==> src/hdl/iso8601_duration_parser_top_macros.svh <==
`ifndef ISO8601_DURATION_PARSER_TOP_MACROS_SVH
`define ISO8601_DURATION_PARSER_TOP_MACROS_SVH

// Same-cycle implication check on the clock, off while reset is high.
`define IDP_ASSERT_NOW(label, ante, cons) \
   label: assert property (@(posedge clock) disable iff (reset) (ante) |-> (cons)) \
      else $error("idp: same-cycle check failed");

// Next-cycle implication check on the clock, off while reset is high.
`define IDP_ASSERT_NEXT(label, ante, cons) \
   label: assert property (@(posedge clock) disable iff (reset) (ante) |=> (cons)) \
      else $error("idp: next-cycle check failed");

`endif

==> src/hdl/idp_pkg.sv <==
package idp_pkg;

   typedef enum logic [2:0] {
      PH_START,
      PH_MINUS,
      PH_TOKEN,
      PH_LEAD,
      PH_SIGNED,
      PH_DIGITS,
      PH_OK,
      PH_ERR
   } phase_type;

   typedef struct packed {
      logic       valid;
      logic [7:0] char_byte;
      logic       is_last;
   } idp_char_type;

   localparam logic [7:0] CH_NUL   = 8'h00;
   localparam logic [7:0] CH_SPACE = 8'h20;
   localparam logic [7:0] CH_TAB   = 8'h09;
   localparam logic [7:0] CH_CR    = 8'h0D;
   localparam logic [7:0] CH_PLUS  = 8'h2B;
   localparam logic [7:0] CH_MINUS = 8'h2D;
   localparam logic [7:0] CH_ZERO  = 8'h30;
   localparam logic [7:0] CH_NINE  = 8'h39;
   localparam logic [7:0] CH_P     = 8'h50;
   localparam logic [7:0] CH_T     = 8'h54;
   localparam logic [7:0] CH_Y     = 8'h59;
   localparam logic [7:0] CH_M     = 8'h4D;
   localparam logic [7:0] CH_D     = 8'h44;
   localparam logic [7:0] CH_W     = 8'h57;
   localparam logic [7:0] CH_H     = 8'h48;
   localparam logic [7:0] CH_S     = 8'h53;

   localparam logic [1:0]  MIN_LEN       = 2'd2;
   localparam logic [31:0] DAYS_PER_WEEK = 32'd7;
   localparam logic [63:0] NANOS_PER_SEC = 64'd1000000000;

   localparam logic [63:0] ACC_CAP_POS = {1'b0, {63{1'b1}}};
   localparam logic [63:0] ACC_CAP_NEG = {1'b1, 63'd0};

   // Scaled images of the saturated magnitudes, modulo 2^64.
   localparam logic [63:0] SAT_POS_NANOS = 64'd0 - NANOS_PER_SEC;
   localparam logic [63:0] SAT_NEG_NANOS = 64'd0;

endpackage

==> src/hdl/iso8601_duration_parser_top.sv <==
// ISO 8601 duration parser: takes one character per transfer on req_ and
// returns one result on rsp_ for each string, on the character marked
// req_is_last. A new character is accepted every cycle while no last
// character waits on a stalled result register; a result moves from the input
// register through the parse logic into the result register. While an
// earlier result waits on rsp_stall, characters of the next string keep
// flowing up to its last character, which holds in the input register until
// the result register frees. The cycle is set by the 64-bit multiply-by-ten
// with saturation compare on the number accumulator; seconds are kept as a
// second, pre-scaled accumulator so nanos needs no wide multiply. On a syntax
// error every component, rsp_is_negative and rsp_ok read zero; a NUL
// character ends the string early.
module iso8601_duration_parser_top
   import idp_pkg::*;
(
   input  logic               clock,
   input  logic               reset,
   input  logic               req_valid,
   output logic               req_stall,
   input  logic [7:0]         req_char_byte,
   input  logic               req_is_last,
   output logic               rsp_valid,
   input  logic               rsp_stall,
   output logic signed [31:0] rsp_years,
   output logic signed [31:0] rsp_months,
   output logic signed [31:0] rsp_days,
   output logic signed [31:0] rsp_hours,
   output logic signed [31:0] rsp_minutes,
   output logic signed [63:0] rsp_nanos,
   output logic               rsp_is_negative,
   output logic               rsp_ok
);

   idp_char_type item;
   logic         item_advance;
   logic [31:0]  years, months, days, hours, minutes;
   logic [63:0]  nanos;

   idp_input_reg u_input_reg (
      .clock         (clock),
      .reset         (reset),
      .req_valid     (req_valid),
      .req_stall     (req_stall),
      .req_char_byte (req_char_byte),
      .req_is_last   (req_is_last),
      .item_advance  (item_advance),
      .item          (item)
   );

   idp_parser u_parser (
      .clock           (clock),
      .reset           (reset),
      .item            (item),
      .item_advance    (item_advance),
      .rsp_valid       (rsp_valid),
      .rsp_stall       (rsp_stall),
      .rsp_years       (years),
      .rsp_months      (months),
      .rsp_days        (days),
      .rsp_hours       (hours),
      .rsp_minutes     (minutes),
      .rsp_nanos       (nanos),
      .rsp_is_negative (rsp_is_negative),
      .rsp_ok          (rsp_ok)
   );

   assign rsp_years   = $signed(years);
   assign rsp_months  = $signed(months);
   assign rsp_days    = $signed(days);
   assign rsp_hours   = $signed(hours);
   assign rsp_minutes = $signed(minutes);
   assign rsp_nanos   = $signed(nanos);

endmodule

==> src/hdl/idp_input_reg.sv <==
module idp_input_reg
   import idp_pkg::*;
(
   input  logic         clock,
   input  logic         reset,
   input  logic         req_valid,
   output logic         req_stall,
   input  logic [7:0]   req_char_byte,
   input  logic         req_is_last,
   input  logic         item_advance,
   output idp_char_type item
);

   logic       valid_ff, valid_in;
   logic [7:0] char_ff, char_in;
   logic       last_ff, last_in;
   logic       take;

   assign req_stall = valid_ff && !item_advance;
   assign take      = req_valid && !req_stall;

   always_comb begin
      valid_in = valid_ff;
      char_in  = char_ff;
      last_in  = last_ff;
      if (take) begin
         valid_in = 1'b1;
         char_in  = req_char_byte;
         last_in  = req_is_last;
      end else if (item_advance) begin
         valid_in = 1'b0;
      end
   end

   always_ff @(posedge clock) begin
      if (reset) begin
         valid_ff <= 1'b0;
      end else begin
         valid_ff <= valid_in;
      end
      char_ff <= char_in;
      last_ff <= last_in;
   end

   assign item.valid     = valid_ff;
   assign item.char_byte = char_ff;
   assign item.is_last   = last_ff;

endmodule

==> src/hdl/idp_parser.sv <==
`include "iso8601_duration_parser_top_macros.svh"

module idp_parser
   import idp_pkg::*;
(
   input  logic         clock,
   input  logic         reset,
   input  idp_char_type item,
   output logic         item_advance,
   output logic         rsp_valid,
   input  logic         rsp_stall,
   output logic [31:0]  rsp_years,
   output logic [31:0]  rsp_months,
   output logic [31:0]  rsp_days,
   output logic [31:0]  rsp_hours,
   output logic [31:0]  rsp_minutes,
   output logic [63:0]  rsp_nanos,
   output logic         rsp_is_negative,
   output logic         rsp_ok
);

   phase_type   phase_ff, phase_in;
   logic        time_ff, time_in;
   logic        neg_ff, neg_in;
   logic        nsign_ff, nsign_in;
   logic [63:0] accum_ff, accum_in;
   logic [63:0] scaled_ff, scaled_in;
   logic [1:0]  count_ff, count_in;
   logic [31:0] years_ff, years_in;
   logic [31:0] months_ff, months_in;
   logic [31:0] days_ff, days_in;
   logic [31:0] hours_ff, hours_in;
   logic [31:0] minutes_ff, minutes_in;
   logic [63:0] nanos_ff, nanos_in;

   logic        out_valid_ff, out_valid_in;
   logic [31:0] out_years_ff, out_years_in;
   logic [31:0] out_months_ff, out_months_in;
   logic [31:0] out_days_ff, out_days_in;
   logic [31:0] out_hours_ff, out_hours_in;
   logic [31:0] out_minutes_ff, out_minutes_in;
   logic [63:0] out_nanos_ff, out_nanos_in;
   logic        out_neg_ff, out_neg_in;
   logic        out_ok_ff, out_ok_in;

   logic [7:0]  c;
   logic [3:0]  digit;
   logic        c_space, c_digit, live, bad;
   logic [63:0] digit_ns, value, svalue, cap;
   logic [67:0] acc_next;
   logic [63:0] scaled_next;
   phase_type   verdict;
   logic        out_zero, idle_state;

   function automatic phase_type end_verdict(input logic [1:0] cnt, input phase_type ph);
      phase_type v;
      begin
         v = PH_ERR;
         if (cnt >= MIN_LEN && (ph == PH_TOKEN || ph == PH_LEAD || ph == PH_SIGNED ||
                                ph == PH_OK)) begin
            v = PH_OK;
         end
         return v;
      end
   endfunction

   assign item_advance = item.valid && (!item.is_last || !out_valid_ff || !rsp_stall);

   assign c        = item.char_byte;
   assign digit    = c[3:0];
   assign c_space  = (c == CH_SPACE) || (c >= CH_TAB && c <= CH_CR);
   assign c_digit  = (c >= CH_ZERO) && (c <= CH_NINE);
   assign live     = (phase_ff != PH_OK) && (phase_ff != PH_ERR);
   assign digit_ns = 64'(digit) * NANOS_PER_SEC;
   assign cap      = nsign_ff ? ACC_CAP_NEG : ACC_CAP_POS;
   assign acc_next = {1'b0, accum_ff, 3'b000} + {3'b000, accum_ff, 1'b0} + 68'(digit);
   assign scaled_next = {scaled_ff[60:0], 3'b000} + {scaled_ff[62:0], 1'b0} + digit_ns;
   assign value    = nsign_ff ? (64'd0 - accum_ff) : accum_ff;
   assign svalue   = nsign_ff ? (64'd0 - scaled_ff) : scaled_ff;

   always_comb begin
      phase_in   = phase_ff;
      time_in    = time_ff;
      neg_in     = neg_ff;
      nsign_in   = nsign_ff;
      accum_in   = accum_ff;
      scaled_in  = scaled_ff;
      count_in   = count_ff;
      years_in   = years_ff;
      months_in  = months_ff;
      days_in    = days_ff;
      hours_in   = hours_ff;
      minutes_in = minutes_ff;
      nanos_in   = nanos_ff;
      bad        = 1'b0;
      verdict    = PH_ERR;

      out_valid_in   = out_valid_ff && rsp_stall;
      out_years_in   = out_years_ff;
      out_months_in  = out_months_ff;
      out_days_in    = out_days_ff;
      out_hours_in   = out_hours_ff;
      out_minutes_in = out_minutes_ff;
      out_nanos_in   = out_nanos_ff;
      out_neg_in     = out_neg_ff;
      out_ok_in      = out_ok_ff;

      if (item_advance) begin
         if (live) begin
            if (c == CH_NUL) begin
               phase_in = end_verdict(count_ff, phase_ff);
            end else begin
               if (count_ff < MIN_LEN) begin
                  count_in = count_ff + 2'd1;
               end
               case (phase_ff)
                  PH_START: begin
                     if (c == CH_MINUS) begin
                        neg_in   = 1'b1;
                        phase_in = PH_MINUS;
                     end else if (c == CH_P) begin
                        phase_in = PH_TOKEN;
                     end else begin
                        phase_in = PH_ERR;
                     end
                  end
                  PH_MINUS: begin
                     phase_in = (c == CH_P) ? PH_TOKEN : PH_ERR;
                  end
                  PH_TOKEN, PH_LEAD: begin
                     if (phase_ff == PH_TOKEN && c == CH_T) begin
                        time_in = 1'b1;
                     end else if (c_space) begin
                        phase_in = PH_LEAD;
                     end else if (c == CH_PLUS || c == CH_MINUS) begin
                        nsign_in = (c == CH_MINUS);
                        phase_in = PH_SIGNED;
                     end else if (c_digit) begin
                        accum_in  = 64'(digit);
                        scaled_in = digit_ns;
                        phase_in  = PH_DIGITS;
                     end else begin
                        phase_in = PH_OK;
                     end
                  end
                  PH_SIGNED: begin
                     if (c_digit) begin
                        accum_in  = 64'(digit);
                        scaled_in = digit_ns;
                        phase_in  = PH_DIGITS;
                     end else begin
                        phase_in = PH_OK;
                     end
                  end
                  PH_DIGITS: begin
                     if (c_digit) begin
                        // saturate as strtol does
                        if (acc_next > {4'd0, cap}) begin
                           accum_in  = cap;
                           scaled_in = nsign_ff ? SAT_NEG_NANOS : SAT_POS_NANOS;
                        end else begin
                           accum_in  = acc_next[63:0];
                           scaled_in = scaled_next;
                        end
                     end else begin
                        case (c)
                           CH_Y: begin
                              if (time_ff) bad = 1'b1;
                              else years_in = value[31:0];
                           end
                           CH_M: begin
                              if (time_ff) minutes_in = value[31:0];
                              else months_in = value[31:0];
                           end
                           CH_D: begin
                              if (time_ff) bad = 1'b1;
                              else days_in = value[31:0];
                           end
                           CH_W: begin
                              if (time_ff) bad = 1'b1;
                              else days_in = value[31:0] * DAYS_PER_WEEK;
                           end
                           CH_H: begin
                              if (!time_ff) bad = 1'b1;
                              else hours_in = value[31:0];
                           end
                           CH_S: begin
                              if (!time_ff) bad = 1'b1;
                              else nanos_in = svalue;
                           end
                           default: bad = 1'b1;
                        endcase
                        accum_in  = 64'd0;
                        scaled_in = 64'd0;
                        nsign_in  = 1'b0;
                        phase_in  = bad ? PH_ERR : PH_TOKEN;
                     end
                  end
                  default: begin
                     phase_in = phase_ff;
                  end
               endcase
            end
         end

         if (item.is_last) begin
            verdict = (phase_in == PH_OK || phase_in == PH_ERR) ? phase_in :
                      end_verdict(count_in, phase_in);
            out_valid_in = 1'b1;
            out_ok_in    = (verdict == PH_OK);
            if (verdict == PH_OK) begin
               out_years_in   = years_in;
               out_months_in  = months_in;
               out_days_in    = days_in;
               out_hours_in   = hours_in;
               out_minutes_in = minutes_in;
               out_nanos_in   = nanos_in;
               out_neg_in     = neg_in;
            end else begin
               out_years_in   = 32'd0;
               out_months_in  = 32'd0;
               out_days_in    = 32'd0;
               out_hours_in   = 32'd0;
               out_minutes_in = 32'd0;
               out_nanos_in   = 64'd0;
               out_neg_in     = 1'b0;
            end
            // restart for the next string
            phase_in   = PH_START;
            time_in    = 1'b0;
            neg_in     = 1'b0;
            nsign_in   = 1'b0;
            accum_in   = 64'd0;
            scaled_in  = 64'd0;
            count_in   = 2'd0;
            years_in   = 32'd0;
            months_in  = 32'd0;
            days_in    = 32'd0;
            hours_in   = 32'd0;
            minutes_in = 32'd0;
            nanos_in   = 64'd0;
         end
      end
   end

   always_ff @(posedge clock) begin
      if (reset) begin
         phase_ff     <= PH_START;
         time_ff      <= 1'b0;
         neg_ff       <= 1'b0;
         nsign_ff     <= 1'b0;
         accum_ff     <= 64'd0;
         scaled_ff    <= 64'd0;
         count_ff     <= 2'd0;
         years_ff     <= 32'd0;
         months_ff    <= 32'd0;
         days_ff      <= 32'd0;
         hours_ff     <= 32'd0;
         minutes_ff   <= 32'd0;
         nanos_ff     <= 64'd0;
         out_valid_ff <= 1'b0;
      end else begin
         phase_ff     <= phase_in;
         time_ff      <= time_in;
         neg_ff       <= neg_in;
         nsign_ff     <= nsign_in;
         accum_ff     <= accum_in;
         scaled_ff    <= scaled_in;
         count_ff     <= count_in;
         years_ff     <= years_in;
         months_ff    <= months_in;
         days_ff      <= days_in;
         hours_ff     <= hours_in;
         minutes_ff   <= minutes_in;
         nanos_ff     <= nanos_in;
         out_valid_ff <= out_valid_in;
      end
      out_years_ff   <= out_years_in;
      out_months_ff  <= out_months_in;
      out_days_ff    <= out_days_in;
      out_hours_ff   <= out_hours_in;
      out_minutes_ff <= out_minutes_in;
      out_nanos_ff   <= out_nanos_in;
      out_neg_ff     <= out_neg_in;
      out_ok_ff      <= out_ok_in;
   end

   assign rsp_valid       = out_valid_ff;
   assign rsp_years       = out_years_ff;
   assign rsp_months      = out_months_ff;
   assign rsp_days        = out_days_ff;
   assign rsp_hours       = out_hours_ff;
   assign rsp_minutes     = out_minutes_ff;
   assign rsp_nanos       = out_nanos_ff;
   assign rsp_is_negative = out_neg_ff;
   assign rsp_ok          = out_ok_ff;

   assign out_zero   = (out_years_ff == 32'd0) && (out_months_ff == 32'd0) &&
                       (out_days_ff == 32'd0) && (out_hours_ff == 32'd0) &&
                       (out_minutes_ff == 32'd0) && (out_nanos_ff == 64'd0) && !out_neg_ff;
   assign idle_state = (phase_ff == PH_START) && (count_ff == 2'd0);

   `IDP_ASSERT_NOW(a_err_zero, out_valid_ff && !out_ok_ff, out_zero)
   `IDP_ASSERT_NEXT(a_last_loads, item_advance && item.is_last, out_valid_ff && idle_state)
   `IDP_ASSERT_NOW(a_count_sat, 1'b1, count_ff <= MIN_LEN)
   `IDP_ASSERT_NOW(a_accum_cap, 1'b1, !accum_ff[63] || accum_ff[62:0] == 63'd0)
   `IDP_ASSERT_NOW(a_done_clean, phase_ff == PH_OK, accum_ff == 64'd0 && scaled_ff == 64'd0)

endmodule

==> config.mk <==
export PLATFORM = sky130hd
export DESIGN_NAME = iso8601_duration_parser_top
export DESIGN_NICKNAME = d
export VERILOG_FILES = /design/src/hdl/idp_pkg.sv /design/src/hdl/iso8601_duration_parser_top.sv /design/src/hdl/idp_input_reg.sv /design/src/hdl/idp_parser.sv
export VERILOG_INCLUDE_DIRS = /design/src /design/src/hdl
export SDC_FILE = /design/constraint.sdc
export NUM_CORES = 2
export LEC_CHECK = 0
export BUFFER_PORTS_ARGS = -buffer_cell sky130_fd_sc_hd__clkbuf_2
export CAP_MARGIN = 10
export CORE_MARGIN = 5
export CORE_UTILIZATION = 62
export DETAILED_ROUTE_END_ITERATION = 6
export PLACE_DENSITY = 0.93
export SYNTH_ARGS = -nofsm -noshare
export SYNTH_HDL_FRONTEND = slang
export SYNTH_HIERARCHICAL = 1
export SYNTH_SLANG_ARGS = --single-unit
==> constraint.sdc <==
create_clock -name clock -period 8.6 [get_ports clock]
set_input_delay 0.43 -clock clock [delete_from_list [all_inputs] [get_ports clock]]
set_output_delay 0.43 -clock clock [all_outputs]
set_load 0.005 [all_outputs]
==> flow_summary_export.csv <==
group,metric,value,unit
status,status,"finished with violations",
status,violations,"DRC",
power,leakagePower,17.7,nW
power,power.switching,1.74,mW
worst_setup_path,cp.arrival,8.37,ns
timing,fin_skew,0.0284,ns
timing,finalCritPeriodShare,91.6,%
worst_setup_path,path_delay_family,"compound AO/OA/AOI/OAI gates",
logic_synthesis,yosysTopAreaCellShare,18.2,%
clock_tree,cts_resized,0,
detailed_routing,drc_errors,1,
die,initial_core_util,62.7,%
global_route,grt_max_degree,171,
clock_tree,cts_tree,"done",
worst_setup_path,critPathSlowestCell,"fa_1",
final_layout,area_growth,10.1,%
detailed_routing,drtAntennaViolNets,0,
place,globalplace.congestion,1.00,
power,pwr-share-clk,41.6,%
worst_setup_path,max_stage_delay,0.63,ns
timing,maxSlewHeadroom,16.9,%
die,io-pin-count,241,
logic_synthesis,synthCells,4368,
power,peakVddDrop,0.000177,V
timing,setup_tns,0,ns
detailed_routing,viasPerCell,6.70,
final_layout,nNetsFinal,4894,
die,die_x,260,µm
final_layout,drive_above_1_share,10.7,%
detailed_routing,vias,35900,
power,intPower,4.73,mW
timing,rsz0062_at_grt,"no",
timing,setup_viol_count_final,0,
power,p_sw_share,26.9,%
worst_setup_path,cp_max_fo,24,
clock_tree,clock_path_buffers,3,
clock_tree,clk_pin_slew,0.06,ns
place,hpwl,81300,µm
timing,slew_viol_final,0,
final_layout,mostFrequentLayoutCell,"nor2_1",
die,die_height,260,µm
detailed_routing,drt_iter0_drc,4758,
power,power_frac_comb,12.9,%
detailed_routing,wl_per_cell,21.8,µm
timing,hold_viol,0,
detailed_routing,drt-total-wl,117000,µm
logic_synthesis,synthArstFlopShare,0,%
clock_tree,cts_inserted_buffers,60,
timing,worst_pin_slew,1.24,ns
global_route,grt_pass1_wl,183000,µm
min_path,hold_path_class,"in2reg",
worst_setup_path,critPathKind,"reg2reg",
run,maxCapViolCount,0,
global_route,grt.total_usage,33.0,%
clock_tree,htreeDepth,2,
global_route,grt_pass1_vias,34000,
clock_tree,cts_sinks,586,
logic_synthesis,syn_avg_cell_area,8.87,µm²
die,fp.coreArea,61800,µm²
worst_setup_path,cp.required,9.09,ns
worst_setup_path,end_kind,"flip-flop",
logic_synthesis,yosys_warnings,6,
detailed_routing,first_pass_iters,7,
global_route,antenna_found_initial,0,
logic_synthesis,seq_area_frac_synth,36.4,%
die,dieArea,67600,µm²
worst_setup_path,startpoint_type,"flip-flop",
logic_synthesis,yosysTopAreaCell,"edfxtp_1",
logic_synthesis,synth-main-ff-cell,"dfxtp_1",
logic_synthesis,synth_area_leaders,"edfxtp_1, dfxtp_1, ha_1",
timing,max_freq,127,MHz
worst_setup_path,crit_buf_inv,2,
worst_setup_path,cp_common_cell,"o21ai_0",
final_layout,final_cell_mix,"nor2_1, a21oi_1, dfxtp_1, ha_1, nand2_1",
logic_synthesis,netlist_area,38700,µm²
logic_synthesis,synth_edf_count,235,
logic_synthesis,yosys_register_bits,586,
logic_synthesis,synth_nets,4791,
power,powerDensity,152,nW/µm²
clock_tree,clk_latency,0.64,ns
clock_tree,cts_root_buf,"clkbuf_16",
final_layout,fill_cells,4464,
power,seqPwrFrac,45.6,%
worst_setup_path,crit_chain,"fa_1 -> inv_1 -> fa_1 -> nand2b_1 -> a21oi_1 -> o21ai_0 -> o21ai_0 -> nand2_1 -> o21a_1 -> o21ai_0 -> xor2_1 -> ha_1 -> o21ai_0 -> a21oi_1 -> a221o_1 -> a211o_1 -> a311oi_1 -> o21ai_0 -> a31o_2 -> a211o_1 -> a211o_1 -> nand3_1 -> buf_4 -> nand3_1",
die,rows,91,
logic_synthesis,synth_cell_types,91,
place,io_buffers,240,
global_route,grt_overflow,0,
timing,period_minus_slack,7.88,ns
power,total_power,6.47,mW
## routing by layer
layer | vias up | track usage (%) | share of wire (%)
met5 | - | 0 | 0
met1 | 16800 | 42.5 | 38
met4 | 0 | 16.6 | 6.0
li1 | 16300 | - | -
met3 | 503 | 5.07 | 10
met2 | 2330 | 54.3 | 46
## synthesized netlist by cell type, drive strengths merged (10+ instances only)
cell type and n:
fa 62, a31oi 25, buf 44, nor2 643, o21bai 24, a21boi 10, dfxtp 351, a21oi 373
o21a 28, and2 13, xor2 124, nor3 67, and3 55, inv 142, a21o 70, or3 26
o211ai 33, nor4 21, o221ai 13, edfxtp 235, o22ai 12, o31ai 23, nand3 117, or2 10
nor2b 31, o41ai 17, o21ai 217, mux2i 18, xnor2 111, nand4 39, a211oi 178, a22oi 171
clkbuf 210, a221oi 48, a31o 15, ha 348, nand2b 22, nand2 288, or4 16
## final cells by class
cell class              instances  area, µm²  share of cell area [%]
inverters                     143        537                    1.26
clock inverters                33        363                   0.851
repair buffers                295       1670                    3.91
clock buffers                  81       1690                    3.97
multi-input cells            3385      23300                    54.5
diodes                          1       2.50                 0.00587
well taps                     837       1050                    2.45
flip-flops and latches        586      14100                    33.0
## worst reg2reg max path, stage by stage, from the launching register on
cell	delay, ns
edfxtp_1	0.58
fa_1	0.63
inv_1	0.07
fa_1	0.46
nand2b_1	0.18
a21oi_1	0.24
o21ai_0	0.19
o21ai_0	0.48
nand2_1	0.23
o21a_1	0.26
o21ai_0	0.38
xor2_1	0.26
ha_1	0.28
o21ai_0	0.15
a21oi_1	0.09
a221o_1	0.35
a211o_1	0.29
a311oi_1	0.26
o21ai_0	0.16
a31o_2	0.25
a211o_1	0.34
a211o_1	0.51
nand3_1	0.56
buf_4	0.40
nand3_1	0.14
## through the flow
stage / instances / area [µm²] / hold WS (ns) / util [%] / worst slack [ns]
6_report: 5361 / 42700 / 0.0503 / 69.0 / 0.722
5_1_grt: 5360 / 42700 / 0.0219 / 69.0 / 0.386
4_1_cts: 5360 / 42700 / 0.00737 / 69.0 / 0.807
3_5_place_dp: 5243 / 40600 / 0.452 / 65.6 / 0.885
3_3_place_gp: 5243 / 40600 / 0.436 / 65.6 / 1.03
2_1_floorplan: 4368 / 38700 / 0.425 / - / 1.63
## sequential cells by signal, indices dropped and copies added, names as in the netlist, 2 cells and up
register,count
u_parser/nanos_ff,64
u_parser/minutes_ff,32
u_parser/accum_ff,62
u_parser/rsp_days,32
u_parser/rsp_nanos,64
u_input_reg/char_ff,8
u_parser/count_ff,2
u_parser/months_ff,32
u_parser/rsp_hours,32
u_parser/phase_ff,3
u_parser/days_ff,32
u_parser/rsp_years,32
u_parser/rsp_months,32
u_parser/years_ff,32
u_parser/scaled_ff,55
u_parser/hours_ff,32
u_parser/rsp_minutes,32
## worst paths after layout
path | start | end | slack (ns) | cells after the start
setup / recovery | u_input_reg/char_ff[3] | u_parser/accum_ff[7] | 0.72 | 24
hold / removal | req_char_byte[6] | u_input_reg/char_ff[6] | 0.05 | 1
setup reg to reg | u_input_reg/char_ff[3] | u_parser/accum_ff[7] | 0.72 | 24
hold reg to reg | u_parser/days_ff[0] | u_parser/days_ff[0] | 0.47 | 2
## logic make-up (layout without fill, tap and decap cells)
group | after synthesis | count (layout) | synth area share, %
DFF | 586 | 586 | 36.4
xor gates and xnor gates | 236 | 236 | 5.42
adders and majority gates | 410 | 410 | 14.4
and+or+nand+nor | 1375 | 1375 | 16.0
AOI/OAI and AO/OA | 1345 | 1345 | 23.3
buffers and inverters | 397 | 552 | 3.98
other | 0 | 1 | 0
muxes | 19 | 19 | 0.494
## power by group through the flow
stage / logic [mW] / clock network, mW / registers [mW]
global placement: 0.778 / 0 / 3.01
global route: 0.894 / 2.82 / 2.95
CTS: 0.807 / 2.70 / 2.95
detailed placement: 0.797 / 0 / 3.01
finish: 0.833 / 2.69 / 2.95
floorplan: 0.565 / 0 / 3.02
## timing repair
| item | in CTS | in global routing |
|---|---|---|
| hold buffers | 3 | 0 |
| endpoints found under the hold margin | 3 | 0 |
| setup buffers | 0 | 0 |
(Power assumes the default switching activity.)
